===== config.mk =====
export PLATFORM = sky130hd
export DESIGN_NAME = stick_to_pwm_conditioner_flat
export DESIGN_NICKNAME = d
export VERILOG_FILES = /design/src/rtl/scpc_pkg.sv /design/src/rtl/scpc_ifs.sv /design/src/rtl/scpc_mul.sv /design/src/rtl/scpc_cfg.sv /design/src/rtl/stick_to_pwm_conditioner.sv /design/src/flat_wrapper.sv
export SDC_FILE = /design/constraint.sdc
export NUM_CORES = 2
export LEC_CHECK = 0
export BUFFER_PORTS_ARGS = -buffer_cell sky130_fd_sc_hd__buf_2
export CAP_MARGIN = 20
export CELL_PAD_IN_SITES_DETAIL_PLACEMENT = 2
export CELL_PAD_IN_SITES_GLOBAL_PLACEMENT = 2
export CORE_MARGIN = 5
export CORE_UTILIZATION = 42
export CTS_BUF_LIST = sky130_fd_sc_hd__clkbuf_4
export DETAILED_ROUTE_END_ITERATION = 8
export PLACE_DENSITY = 0.9
export SYNTH_ARGS = -nofsm -noshare
export SYNTH_HDL_FRONTEND = slang
export SYNTH_HIERARCHICAL = 1
export SYNTH_SLANG_ARGS = --single-unit

===== constraint.sdc =====
create_clock -name i_clk -period 11.7 [get_ports i_clk]
set_clock_uncertainty 0.05 [all_clocks]
set_input_delay 1.17 -clock i_clk [delete_from_list [all_inputs] [get_ports i_clk]]
set_output_delay 1.17 -clock i_clk [all_outputs]
set_load 0.1 [all_outputs]

===== src/rtl/scpc_pkg.sv =====
// Shared constants, types and constant tables of the stick-to-PWM conditioner.
package scpc_pkg;

    // Converter and PWM scales.
    localparam int ADC_MAX   = 1023;
    localparam int PWM_TOP   = 255;
    localparam int RAW_W     = 10;
    localparam int PWM_W     = 8;
    localparam int NUM_CH    = 4;
    localparam int CH_W      = 2;

    // Expo curve: the stick is mapped to -EXPO_HALF..EXPO_HALF and cubed.
    localparam int EXPO_HALF  = 100;
    localparam int CUBE_SPAN  = EXPO_HALF * EXPO_HALF * EXPO_HALF;
    localparam int CUBE_RANGE = 2 * CUBE_SPAN;

    // Stick ranges of the four channels.
    localparam int THR_LO = 1;
    localparam int THR_HI = 1020;
    localparam int YAW_LO = 4;
    localparam int YAW_HI = 1018;
    localparam int PIT_LO = 1;
    localparam int PIT_HI = 1020;
    localparam int ROL_LO = 4;
    localparam int ROL_HI = 1018;

    // Datapath widths.
    localparam int MUL_A_W = 32;
    localparam int MUL_B_W = 23;
    localparam int PROD_W  = 44;
    localparam int DIVD_W  = 31;
    localparam int QUO_W   = 11;
    localparam int SHIFT_W = 5;

    // Reciprocal division: q = (a * RECIP) >> SHIFT, then one correction step.
    // Every SHIFT is chosen so that 2**SHIFT exceeds the largest dividend.
    localparam int SHIFT_FIVE   = 13;
    localparam int SHIFT_ADC    = 18;
    localparam int SHIFT_CUBE   = 31;
    localparam int SHIFT_SPAN   = 18;
    localparam int DIV_FIVE     = 5;
    localparam int DIV_WIDE     = THR_HI - THR_LO;
    localparam int DIV_NARROW   = YAW_HI - YAW_LO;
    localparam longint RECIP_FIVE   = (64'd1 << SHIFT_FIVE) / DIV_FIVE;
    localparam longint RECIP_ADC    = (64'd1 << SHIFT_ADC) / ADC_MAX;
    localparam longint RECIP_CUBE   = (64'd1 << SHIFT_CUBE) / CUBE_RANGE;
    localparam longint RECIP_WIDE   = (64'd1 << SHIFT_SPAN) / DIV_WIDE;
    localparam longint RECIP_NARROW = (64'd1 << SHIFT_SPAN) / DIV_NARROW;

    // Configuration port.
    localparam int APB_AW = 3;
    localparam int APB_DW = 32;
    localparam logic [APB_AW-3:0] CFG_EXPO_IDX = '0;

    typedef enum logic [2:0] {
        DIV_BY_FIVE,
        DIV_BY_ADC,
        DIV_BY_CUBE,
        DIV_BY_WIDE,
        DIV_BY_NARROW
    } t_div_kind;

    typedef struct packed {
        logic [MUL_B_W-1:0] divisor;
        logic [QUO_W-1:0]   recip;
        logic [SHIFT_W-1:0] shift;
    } t_div_const;

    typedef struct packed {
        logic signed [MUL_A_W-1:0] a;
        logic signed [MUL_B_W-1:0] b;
    } t_mul_req;

    function automatic t_div_const div_const(input t_div_kind kind);
        t_div_const dc;
        unique case (kind)
            DIV_BY_FIVE: begin
                dc = '{MUL_B_W'(DIV_FIVE), QUO_W'(RECIP_FIVE), SHIFT_W'(SHIFT_FIVE)};
            end
            DIV_BY_ADC: begin
                dc = '{MUL_B_W'(ADC_MAX), QUO_W'(RECIP_ADC), SHIFT_W'(SHIFT_ADC)};
            end
            DIV_BY_CUBE: begin
                dc = '{MUL_B_W'(CUBE_RANGE), QUO_W'(RECIP_CUBE), SHIFT_W'(SHIFT_CUBE)};
            end
            DIV_BY_WIDE: begin
                dc = '{MUL_B_W'(DIV_WIDE), QUO_W'(RECIP_WIDE), SHIFT_W'(SHIFT_SPAN)};
            end
            DIV_BY_NARROW: begin
                dc = '{MUL_B_W'(DIV_NARROW), QUO_W'(RECIP_NARROW), SHIFT_W'(SHIFT_SPAN)};
            end
            default: begin
                dc = '{MUL_B_W'(DIV_FIVE), QUO_W'(RECIP_FIVE), SHIFT_W'(SHIFT_FIVE)};
            end
        endcase
        return dc;
    endfunction

    // Lower end of each channel's stick range: throttle, yaw, pitch, roll.
    function automatic logic [RAW_W-1:0] chan_lo(input logic [CH_W-1:0] ch);
        logic [RAW_W-1:0] lo;
        unique case (ch)
            2'd0:    lo = RAW_W'(THR_LO);
            2'd1:    lo = RAW_W'(YAW_LO);
            2'd2:    lo = RAW_W'(PIT_LO);
            default: lo = RAW_W'(ROL_LO);
        endcase
        return lo;
    endfunction

    // Divisor of each channel's stick span.
    function automatic t_div_kind chan_span(input logic [CH_W-1:0] ch);
        t_div_kind kind;
        unique case (ch)
            2'd0:    kind = DIV_BY_WIDE;
            2'd1:    kind = DIV_BY_NARROW;
            2'd2:    kind = DIV_BY_WIDE;
            default: kind = DIV_BY_NARROW;
        endcase
        return kind;
    endfunction

endpackage


===== src/rtl/scpc_ifs.sv =====
// Valid/ready channel interfaces for stick samples and PWM words.
interface scpc_stick_if;
    logic                          valid;
    logic                          ready;
    logic [scpc_pkg::RAW_W-1:0]    raw_throttle;
    logic [scpc_pkg::RAW_W-1:0]    raw_yaw;
    logic [scpc_pkg::RAW_W-1:0]    raw_pitch;
    logic [scpc_pkg::RAW_W-1:0]    raw_roll;

    modport source (output valid, raw_throttle, raw_yaw, raw_pitch, raw_roll, input ready);
    modport sink (input valid, raw_throttle, raw_yaw, raw_pitch, raw_roll, output ready);
endinterface

interface scpc_pwm_if;
    logic                          valid;
    logic                          ready;
    logic [scpc_pkg::PWM_W-1:0]    throttle_pwm;
    logic [scpc_pkg::PWM_W-1:0]    yaw_pwm;
    logic [scpc_pkg::PWM_W-1:0]    pitch_pwm;
    logic [scpc_pkg::PWM_W-1:0]    roll_pwm;

    modport source (output valid, throttle_pwm, yaw_pwm, pitch_pwm, roll_pwm, input ready);
    modport sink (input valid, throttle_pwm, yaw_pwm, pitch_pwm, roll_pwm, output ready);
endinterface


===== src/rtl/scpc_mul.sv =====
// Shared signed multiplier with a registered product.
module scpc_mul (
    input  logic                                   i_clk,
    input  scpc_pkg::t_mul_req                     i_req,
    output logic signed [scpc_pkg::PROD_W-1:0]     o_prod
);
    import scpc_pkg::*;

    logic signed [MUL_A_W+MUL_B_W-1:0] w_full;
    logic signed [PROD_W-1:0]          r_prod;

    assign w_full = $signed(i_req.a) * $signed(i_req.b);

    always_ff @(posedge i_clk) begin
        r_prod <= w_full[PROD_W-1:0];
    end

    assign o_prod = r_prod;

endmodule


===== src/rtl/scpc_cfg.sv =====
// APB-style configuration register block holding the expo enable bit.
module scpc_cfg (
    input  logic                          i_clk,
    input  logic                          i_rst_n,
    input  logic                          psel,
    input  logic                          penable,
    input  logic                          pwrite,
    input  logic [scpc_pkg::APB_AW-1:0]   paddr,
    input  logic [scpc_pkg::APB_DW-1:0]   pwdata,
    output logic [scpc_pkg::APB_DW-1:0]   prdata,
    output logic                          pready,
    output logic                          o_expo_en
);
    import scpc_pkg::*;

    logic [APB_AW-3:0] w_idx;
    logic              w_wr;
    logic              r_expo;

    assign w_idx  = paddr[APB_AW-1:2];
    assign pready = 1'b1;
    assign w_wr   = psel && penable && pwrite && pready;

    always_ff @(posedge i_clk) begin
        if (!i_rst_n) begin
            r_expo <= 1'b1;
        end else if (w_wr && (w_idx == CFG_EXPO_IDX)) begin
            r_expo <= pwdata[0];
        end
    end

    // Addresses beyond the register list read as zero.
    assign prdata    = (w_idx == CFG_EXPO_IDX) ? {{(APB_DW-1){1'b0}}, r_expo} : '0;
    assign o_expo_en = r_expo;

endmodule


===== src/rtl/stick_to_pwm_conditioner.sv =====
// Top level of the stick-to-PWM conditioner: sequencer, datapath and channels.
//
// Each word on i_stick carries one sample of throttle, yaw, pitch and roll. The block
// low-pass filters throttle (new = floor((4*old + raw)/5)), optionally bends yaw, pitch
// and roll through a cubic expo curve, maps all four onto 0..255 over their stick
// ranges with clamping, and delivers one word on o_pwm per input word.
// All multiplications and divisions run through one shared multiplier. A division by
// a constant runs as a reciprocal multiply, a back-multiply, and a single
// compare-and-correct step. A small sequencer walks the channels one after another.
// i_stick.ready is high only while the sequencer is idle, so a new word is accepted
// only after the previous one has been handed to the output register. A channel
// whose value falls below its stick range skips its last division.
// The result sits in an output register: the next word is accepted while it waits,
// and only the hand-over of the following result waits for o_pwm.ready.
// Reset clears the filtered throttle to zero, sets expo on, and empties the output.
// The expo bit lives at byte address 0 of the APB-style port; the user must write it
// only while the block is idle, as the block itself does not enforce this.
module stick_to_pwm_conditioner (
    input  logic                          i_clk,
    input  logic                          i_rst_n,
    scpc_stick_if.sink                    i_stick,
    scpc_pwm_if.source                    o_pwm,
    input  logic                          psel,
    input  logic                          penable,
    input  logic                          pwrite,
    input  logic [scpc_pkg::APB_AW-1:0]   paddr,
    input  logic [scpc_pkg::APB_DW-1:0]   pwdata,
    output logic [scpc_pkg::APB_DW-1:0]   prdata,
    output logic                          pready
);
    import scpc_pkg::*;

    typedef enum logic [3:0] {
        S_IDLE,
        S_CH_START,
        S_CUBE_SQ,
        S_CUBE_CU,
        S_CUBE_SCALE,
        S_PWM_START,
        S_DIV_EST,
        S_DIV_BACK,
        S_DIV_FIX,
        S_OUT
    } t_state;

    // What the sequencer does with a finished quotient.
    typedef enum logic [1:0] {
        RET_THR,
        RET_V,
        RET_CURVE,
        RET_PWM
    } t_ret;

    t_state                   r_state;
    t_ret                     r_ret;
    t_div_kind                r_kind;
    logic                     r_use_p;
    logic [CH_W-1:0]          r_ch;
    logic                     r_out_valid;
    logic [RAW_W-1:0]         r_raw [NUM_CH];
    logic [RAW_W-1:0]         r_smooth;
    logic [DIVD_W-1:0]        r_div_a;
    logic [QUO_W-1:0]         r_q;
    logic signed [7:0]        r_v;
    logic [RAW_W-1:0]         r_x;
    logic [PWM_W-1:0]         r_pwm [NUM_CH];
    logic [PWM_W-1:0]         r_out [NUM_CH];

    logic                     w_expo;
    logic signed [PROD_W-1:0] w_prod;
    t_mul_req                 w_req;
    t_div_const               w_dc;
    logic [DIVD_W-1:0]        w_divd;
    logic [PROD_W-1:0]        w_shifted;
    logic [QUO_W-1:0]         w_est;
    logic [31:0]              w_rem;
    logic [QUO_W-1:0]         w_q_fix;
    logic signed [QUO_W:0]    w_v_next;
    logic [PWM_W-1:0]         w_pwm_clamp;
    logic [RAW_W-1:0]         w_lo;
    logic [RAW_W-1:0]         w_x_off;
    logic [31:0]              w_cube_off;
    logic                     w_last;
    logic                     w_accept;

    scpc_cfg u_cfg (
        .i_clk     (i_clk),
        .i_rst_n   (i_rst_n),
        .psel      (psel),
        .penable   (penable),
        .pwrite    (pwrite),
        .paddr     (paddr),
        .pwdata    (pwdata),
        .prdata    (prdata),
        .pready    (pready),
        .o_expo_en (w_expo)
    );

    scpc_mul u_mul (
        .i_clk  (i_clk),
        .i_req  (w_req),
        .o_prod (w_prod)
    );

    assign i_stick.ready = (r_state == S_IDLE);
    assign w_accept      = i_stick.valid && i_stick.ready;

    // Division datapath. The estimate is at most one below the true quotient.
    assign w_dc        = div_const(r_kind);
    assign w_divd      = r_use_p ? w_prod[DIVD_W-1:0] : r_div_a;
    assign w_shifted   = w_prod >> w_dc.shift;
    assign w_est       = w_shifted[QUO_W-1:0];
    assign w_rem       = {1'b0, r_div_a} - w_prod[31:0];
    assign w_q_fix     = r_q + QUO_W'(w_rem >= 32'(w_dc.divisor));
    assign w_v_next    = $signed({1'b0, w_q_fix}) - (QUO_W+1)'(EXPO_HALF);
    assign w_pwm_clamp = (w_q_fix > QUO_W'(PWM_TOP)) ? PWM_W'(PWM_TOP) : w_q_fix[PWM_W-1:0];

    assign w_lo        = chan_lo(r_ch);
    assign w_x_off     = r_x - w_lo;
    assign w_cube_off  = w_prod[31:0] + 32'(CUBE_SPAN);
    assign w_last      = (r_ch == CH_W'(NUM_CH - 1));

    // Operand selection for the shared multiplier.
    always_comb begin
        w_req = '0;
        unique case (r_state)
            S_CH_START: begin
                w_req.a = MUL_A_W'(r_raw[r_ch]);
                w_req.b = MUL_B_W'(2 * EXPO_HALF);
            end
            S_CUBE_SQ: begin
                w_req.a = MUL_A_W'(r_v);
                w_req.b = MUL_B_W'(r_v);
            end
            S_CUBE_CU: begin
                w_req.a = w_prod[MUL_A_W-1:0];
                w_req.b = MUL_B_W'(r_v);
            end
            S_CUBE_SCALE: begin
                w_req.a = w_cube_off;
                w_req.b = MUL_B_W'(ADC_MAX);
            end
            S_PWM_START: begin
                w_req.a = MUL_A_W'(w_x_off);
                w_req.b = MUL_B_W'(PWM_TOP);
            end
            S_DIV_EST: begin
                w_req.a = MUL_A_W'(w_divd);
                w_req.b = MUL_B_W'(w_dc.recip);
            end
            S_DIV_BACK: begin
                w_req.a = MUL_A_W'(w_est);
                w_req.b = w_dc.divisor;
            end
            default: begin
                w_req = '0;
            end
        endcase
    end

    // Sequencer: state, working registers and the output register.
    always_ff @(posedge i_clk) begin
        if (!i_rst_n) begin
            r_state     <= S_IDLE;
            r_ret       <= RET_THR;
            r_kind      <= DIV_BY_FIVE;
            r_use_p     <= 1'b0;
            r_ch        <= '0;
            r_out_valid <= 1'b0;
            r_smooth    <= '0;
        end else begin
            // A new result is loaded when the output is empty or being read.
            if (r_state == S_OUT && (!r_out_valid || o_pwm.ready)) begin
                r_out_valid <= 1'b1;
            end else if (r_out_valid && o_pwm.ready) begin
                r_out_valid <= 1'b0;
            end
            unique case (r_state)
                S_IDLE: begin
                    if (w_accept) begin
                        r_raw[0] <= i_stick.raw_throttle;
                        r_raw[1] <= i_stick.raw_yaw;
                        r_raw[2] <= i_stick.raw_pitch;
                        r_raw[3] <= i_stick.raw_roll;
                        r_div_a  <= DIVD_W'({r_smooth, 2'b00}) + DIVD_W'(i_stick.raw_throttle);
                        r_use_p  <= 1'b0;
                        r_kind   <= DIV_BY_FIVE;
                        r_ret    <= RET_THR;
                        r_ch     <= '0;
                        r_state  <= S_DIV_EST;
                    end
                end
                S_DIV_EST: begin
                    r_div_a <= w_divd;
                    r_state <= S_DIV_BACK;
                end
                S_DIV_BACK: begin
                    r_q     <= w_est;
                    r_state <= S_DIV_FIX;
                end
                S_DIV_FIX: begin
                    unique case (r_ret)
                        RET_THR: begin
                            r_smooth <= w_q_fix[RAW_W-1:0];
                            r_x      <= w_q_fix[RAW_W-1:0];
                            r_state  <= S_PWM_START;
                        end
                        RET_V: begin
                            r_v     <= w_v_next[7:0];
                            r_state <= S_CUBE_SQ;
                        end
                        RET_CURVE: begin
                            r_x     <= w_q_fix[RAW_W-1:0];
                            r_state <= S_PWM_START;
                        end
                        RET_PWM: begin
                            r_pwm[r_ch] <= w_pwm_clamp;
                            if (w_last) begin
                                r_state <= S_OUT;
                            end else begin
                                r_ch    <= r_ch + 1'b1;
                                r_state <= S_CH_START;
                            end
                        end
                        default: begin
                            r_state <= S_IDLE;
                        end
                    endcase
                end
                S_CH_START: begin
                    if (w_expo) begin
                        r_use_p <= 1'b1;
                        r_kind  <= DIV_BY_ADC;
                        r_ret   <= RET_V;
                        r_state <= S_DIV_EST;
                    end else begin
                        r_x     <= r_raw[r_ch];
                        r_state <= S_PWM_START;
                    end
                end
                S_CUBE_SQ: begin
                    r_state <= S_CUBE_CU;
                end
                S_CUBE_CU: begin
                    r_state <= S_CUBE_SCALE;
                end
                S_CUBE_SCALE: begin
                    r_use_p <= 1'b1;
                    r_kind  <= DIV_BY_CUBE;
                    r_ret   <= RET_CURVE;
                    r_state <= S_DIV_EST;
                end
                S_PWM_START: begin
                    // A stick below its range maps to a non-positive value: zero.
                    if (r_x < w_lo) begin
                        r_pwm[r_ch] <= '0;
                        if (w_last) begin
                            r_state <= S_OUT;
                        end else begin
                            r_ch    <= r_ch + 1'b1;
                            r_state <= S_CH_START;
                        end
                    end else begin
                        r_use_p <= 1'b1;
                        r_kind  <= chan_span(r_ch);
                        r_ret   <= RET_PWM;
                        r_state <= S_DIV_EST;
                    end
                end
                S_OUT: begin
                    if (!r_out_valid || o_pwm.ready) begin
                        r_out   <= r_pwm;
                        r_state <= S_IDLE;
                    end
                end
                default: begin
                    r_state <= S_IDLE;
                end
            endcase
        end
    end

    assign o_pwm.valid        = r_out_valid;
    assign o_pwm.throttle_pwm = r_out[0];
    assign o_pwm.yaw_pwm      = r_out[1];
    assign o_pwm.pitch_pwm    = r_out[2];
    assign o_pwm.roll_pwm     = r_out[3];

`ifndef NO_ASSERTIONS
    // The quotient estimate never loses significant bits.
    a_est_fits: assert property (@(posedge i_clk) disable iff (!i_rst_n)
        (r_state == S_DIV_BACK) |-> (w_shifted[PROD_W-1:QUO_W] == '0))
        else $error("quotient estimate overflows");

    // One correction step suffices: the remainder stays below twice the divisor.
    a_rem_bound: assert property (@(posedge i_clk) disable iff (!i_rst_n)
        (r_state == S_DIV_FIX) |-> (w_rem < (32'(w_dc.divisor) << 1)))
        else $error("division remainder out of range");

    // After a word is taken the sequencer is busy.
    a_busy_after_accept: assert property (@(posedge i_clk) disable iff (!i_rst_n)
        w_accept |=> !i_stick.ready)
        else $error("ready right after accept");

    // A finished result waits while the previous one is still unread.
    a_hold_result: assert property (@(posedge i_clk) disable iff (!i_rst_n)
        (r_state == S_OUT && r_out_valid && !o_pwm.ready) |=> (r_state == S_OUT))
        else $error("result overwrote an unread word");
`endif

endmodule


===== src/flat_wrapper.sv =====
// flat-port wrapper written by rule: the top's interface ports become plain ports
module stick_to_pwm_conditioner_flat import scpc_pkg::*;
  (i_clk, i_rst_n, psel, penable, pwrite, paddr, pwdata, prdata, pready, i_stick_valid, i_stick_raw_throttle, i_stick_raw_yaw, i_stick_raw_pitch, i_stick_raw_roll, i_stick_ready, o_pwm_valid, o_pwm_throttle_pwm, o_pwm_yaw_pwm, o_pwm_pitch_pwm, o_pwm_roll_pwm, o_pwm_ready);
  scpc_stick_if i_stick_i ();
  scpc_pwm_if o_pwm_i ();
  input  logic i_clk;
  input  logic i_rst_n;
  input  logic psel;
  input  logic penable;
  input  logic pwrite;
  input  logic [scpc_pkg::APB_AW-1:0] paddr;
  input  logic [scpc_pkg::APB_DW-1:0] pwdata;
  output logic [scpc_pkg::APB_DW-1:0] prdata;
  output logic pready;
  input wire logic [$bits(i_stick_i.valid)-1:0] i_stick_valid;
  input wire logic [$bits(i_stick_i.raw_throttle)-1:0] i_stick_raw_throttle;
  input wire logic [$bits(i_stick_i.raw_yaw)-1:0] i_stick_raw_yaw;
  input wire logic [$bits(i_stick_i.raw_pitch)-1:0] i_stick_raw_pitch;
  input wire logic [$bits(i_stick_i.raw_roll)-1:0] i_stick_raw_roll;
  output wire logic [$bits(i_stick_i.ready)-1:0] i_stick_ready;
  output wire logic [$bits(o_pwm_i.valid)-1:0] o_pwm_valid;
  output wire logic [$bits(o_pwm_i.throttle_pwm)-1:0] o_pwm_throttle_pwm;
  output wire logic [$bits(o_pwm_i.yaw_pwm)-1:0] o_pwm_yaw_pwm;
  output wire logic [$bits(o_pwm_i.pitch_pwm)-1:0] o_pwm_pitch_pwm;
  output wire logic [$bits(o_pwm_i.roll_pwm)-1:0] o_pwm_roll_pwm;
  input wire logic [$bits(o_pwm_i.ready)-1:0] o_pwm_ready;
  assign i_stick_i.valid = i_stick_valid;
  assign i_stick_i.raw_throttle = i_stick_raw_throttle;
  assign i_stick_i.raw_yaw = i_stick_raw_yaw;
  assign i_stick_i.raw_pitch = i_stick_raw_pitch;
  assign i_stick_i.raw_roll = i_stick_raw_roll;
  assign i_stick_ready = i_stick_i.ready;
  assign o_pwm_valid = o_pwm_i.valid;
  assign o_pwm_throttle_pwm = o_pwm_i.throttle_pwm;
  assign o_pwm_yaw_pwm = o_pwm_i.yaw_pwm;
  assign o_pwm_pitch_pwm = o_pwm_i.pitch_pwm;
  assign o_pwm_roll_pwm = o_pwm_i.roll_pwm;
  assign o_pwm_i.ready = o_pwm_ready;
  stick_to_pwm_conditioner u_core (.i_clk(i_clk), .i_rst_n(i_rst_n), .i_stick(i_stick_i), .o_pwm(o_pwm_i), .psel(psel), .penable(penable), .pwrite(pwrite), .paddr(paddr), .pwdata(pwdata), .prdata(prdata), .pready(pready));
endmodule

==> flow_summary.toml <==
[sta]
max_freq_ghz = 0.0863
period_share_pct = 99.1
slew-limit-headroom_pct = 18.8
setup_viol = 0
finalHoldViolations = 0
setup_ws_ps = 108
fin_tns_setup_ps = 0
worst_pin_slew_ps = 1220
report.final.slew_viol_count = 0
layout_min_cycle_time_ps = 11590

[logic_synthesis]
yosys_warnings = 6
synth_area_mm2 = 0.0346
syn_avg_cell_area_um2 = 9.22
syn-instance-count = 3746

[finish]
drive_above_1_share_pct = 8.85
mostFrequentLayoutCell = "inv_1"
final_core_util_pct = 45.5
final_nets = 4675
final_cell_mix = "inv_1, fa_1, nand2_1"
area_delta_synth_final_pct = 7.84
final_cells = 4931

[grt]
antenna_found_initial = 12
grt_start_max_net_pins = 76
grt_first_pass_wirelength_mm = 250
grt_pass1_vias = 37100
grt_usage_pct = 38.0
grt-ovfl-total = 0

[floorplanning]
floorplan.rows = 105
die_y_um = 297
die_w_um = 297
fp.dieArea_mm2 = 0.0881
io_pins = 149
start_util_pct = 42.2
coreArea_mm2 = 0.0818

[drt]
ant_nets = 0
wirelength_mm = 171
route.met3.wl_mm = 13.1
wl_met2_mm = 85.5
vias = 30900
wl_per_cell_um = 34.8
wirelength_met1_mm = 53.9
routed.top_layer = "met5"
via_per_inst = 6.26
drcViolationCount = 0
firstDrtPassIters = 8
drtIter0Drc = 2865

[clock_network]
cts_tree = "done"
cts_root_buf = "clkbuf_4"
clock_sinks = 232
cts_hold_buf = 0
clockBufferDepth = 3
numCtsBuffers = 67
postCtsSetupBuffers = 0
clk_latency_ps = 810
clkTransAtPathRegs_ps = 80
cts_max_level = 3

[worst_hold_path]
hold_depth = 0
hold_class = "flip-flop to flip-flop"

[job]
cap_violations = 0

[placed_design]
port_buffers = 83
dp_slack_ps = 711
place_inst = 4797
place_congestion = 0.898
dp_hpwl_mm = 114

[setup_path]
crit_slowest_cell = "dfxtp_1"
startpoint_type = "flip-flop"
crit_top_cell = "fa_1"
critPathMaxFanout = 22
worstPathArrival_ps = 12210
criticalPathCategory = "flip-flop to flip-flop"
cp-end-kind = "flip-flop"
reg2reg_depth = 31
cpPeakStageDelay_ps = 1130
critPathRequiredTime_ps = 12320

[status]
status = "finished clean"
## worst paths after layout
path / start / endpoint / slack (ps)
worst max-delay path: u_core/r_state[3] / u_core/u_mul/o_prod[39] / 110
worst min-delay path: u_core/r_pwm[16] / u_core/o_pwm.yaw_pwm[0] / 410
worst max register to register: u_core/r_state[3] / u_core/u_mul/o_prod[39] / 110
worst min register to register: u_core/r_pwm[16] / u_core/o_pwm.yaw_pwm[0] / 410
## worst max-delay path: cells and delay by family (launching register included)
family / cells / cell delay, ps
fa+ha+maj: 8 / 3630
buf+inv: 8 / 1450
simple gates: 9 / 3110
flops: 1 / 1130
compound gates: 5 / 1790
mux: 1 / 280
## sequential cells by signal (all words and copies together) (netlist names), 10 cells and up, named ones only
| signal | count |
|---|---|
| u_core/r_smooth | 10 |
| u_core/r_div_a | 31 |
| u_core/r_raw | 40 |
| u_core/u_mul/o_prod | 42 |
| u_core/r_x | 10 |
| u_core/r_q | 11 |
| u_core/r_pwm | 32 |
## metrics by stage
step | cell area [um^2] | hold WS (ps)
4_1_cts | 37200 | 417
3_3_place_gp | 36200 | 383
3_5_place_dp | 36300 | 396
5_1_grt | 37200 | 430
6_report | 37300 | 411
2_1_floorplan | 34700 | 376
## final cells by class
type,instances,area [um^2]
antenna,10,25.0
clock buffer,102,766
clock inverter,21,159
fill,8761,44600
inverter,772,2900
multi-input combinational,2560,24700
sequential,232,6290
tap,1070,1340
timing repair buffer,164,1060
## routing by layer
metal / up-vias / track usage (%)
li1: 11700 / -
met1: 15800 / 37.6
met4: 10 / 33.0
met2: 2202 / 66.8
met5: - / 0
met3: 1104 / 8.98
## repair_timing
item / in CTS / in global routing
resized for setup: 0 / 5
hold endpoints to repair: 0 / 0
endpoints found under the setup margin: 0 / 7
Power is left out: the tool's default activity adds up to more than one toggle a clock period on the data nets, which glitch-free logic cannot reach.
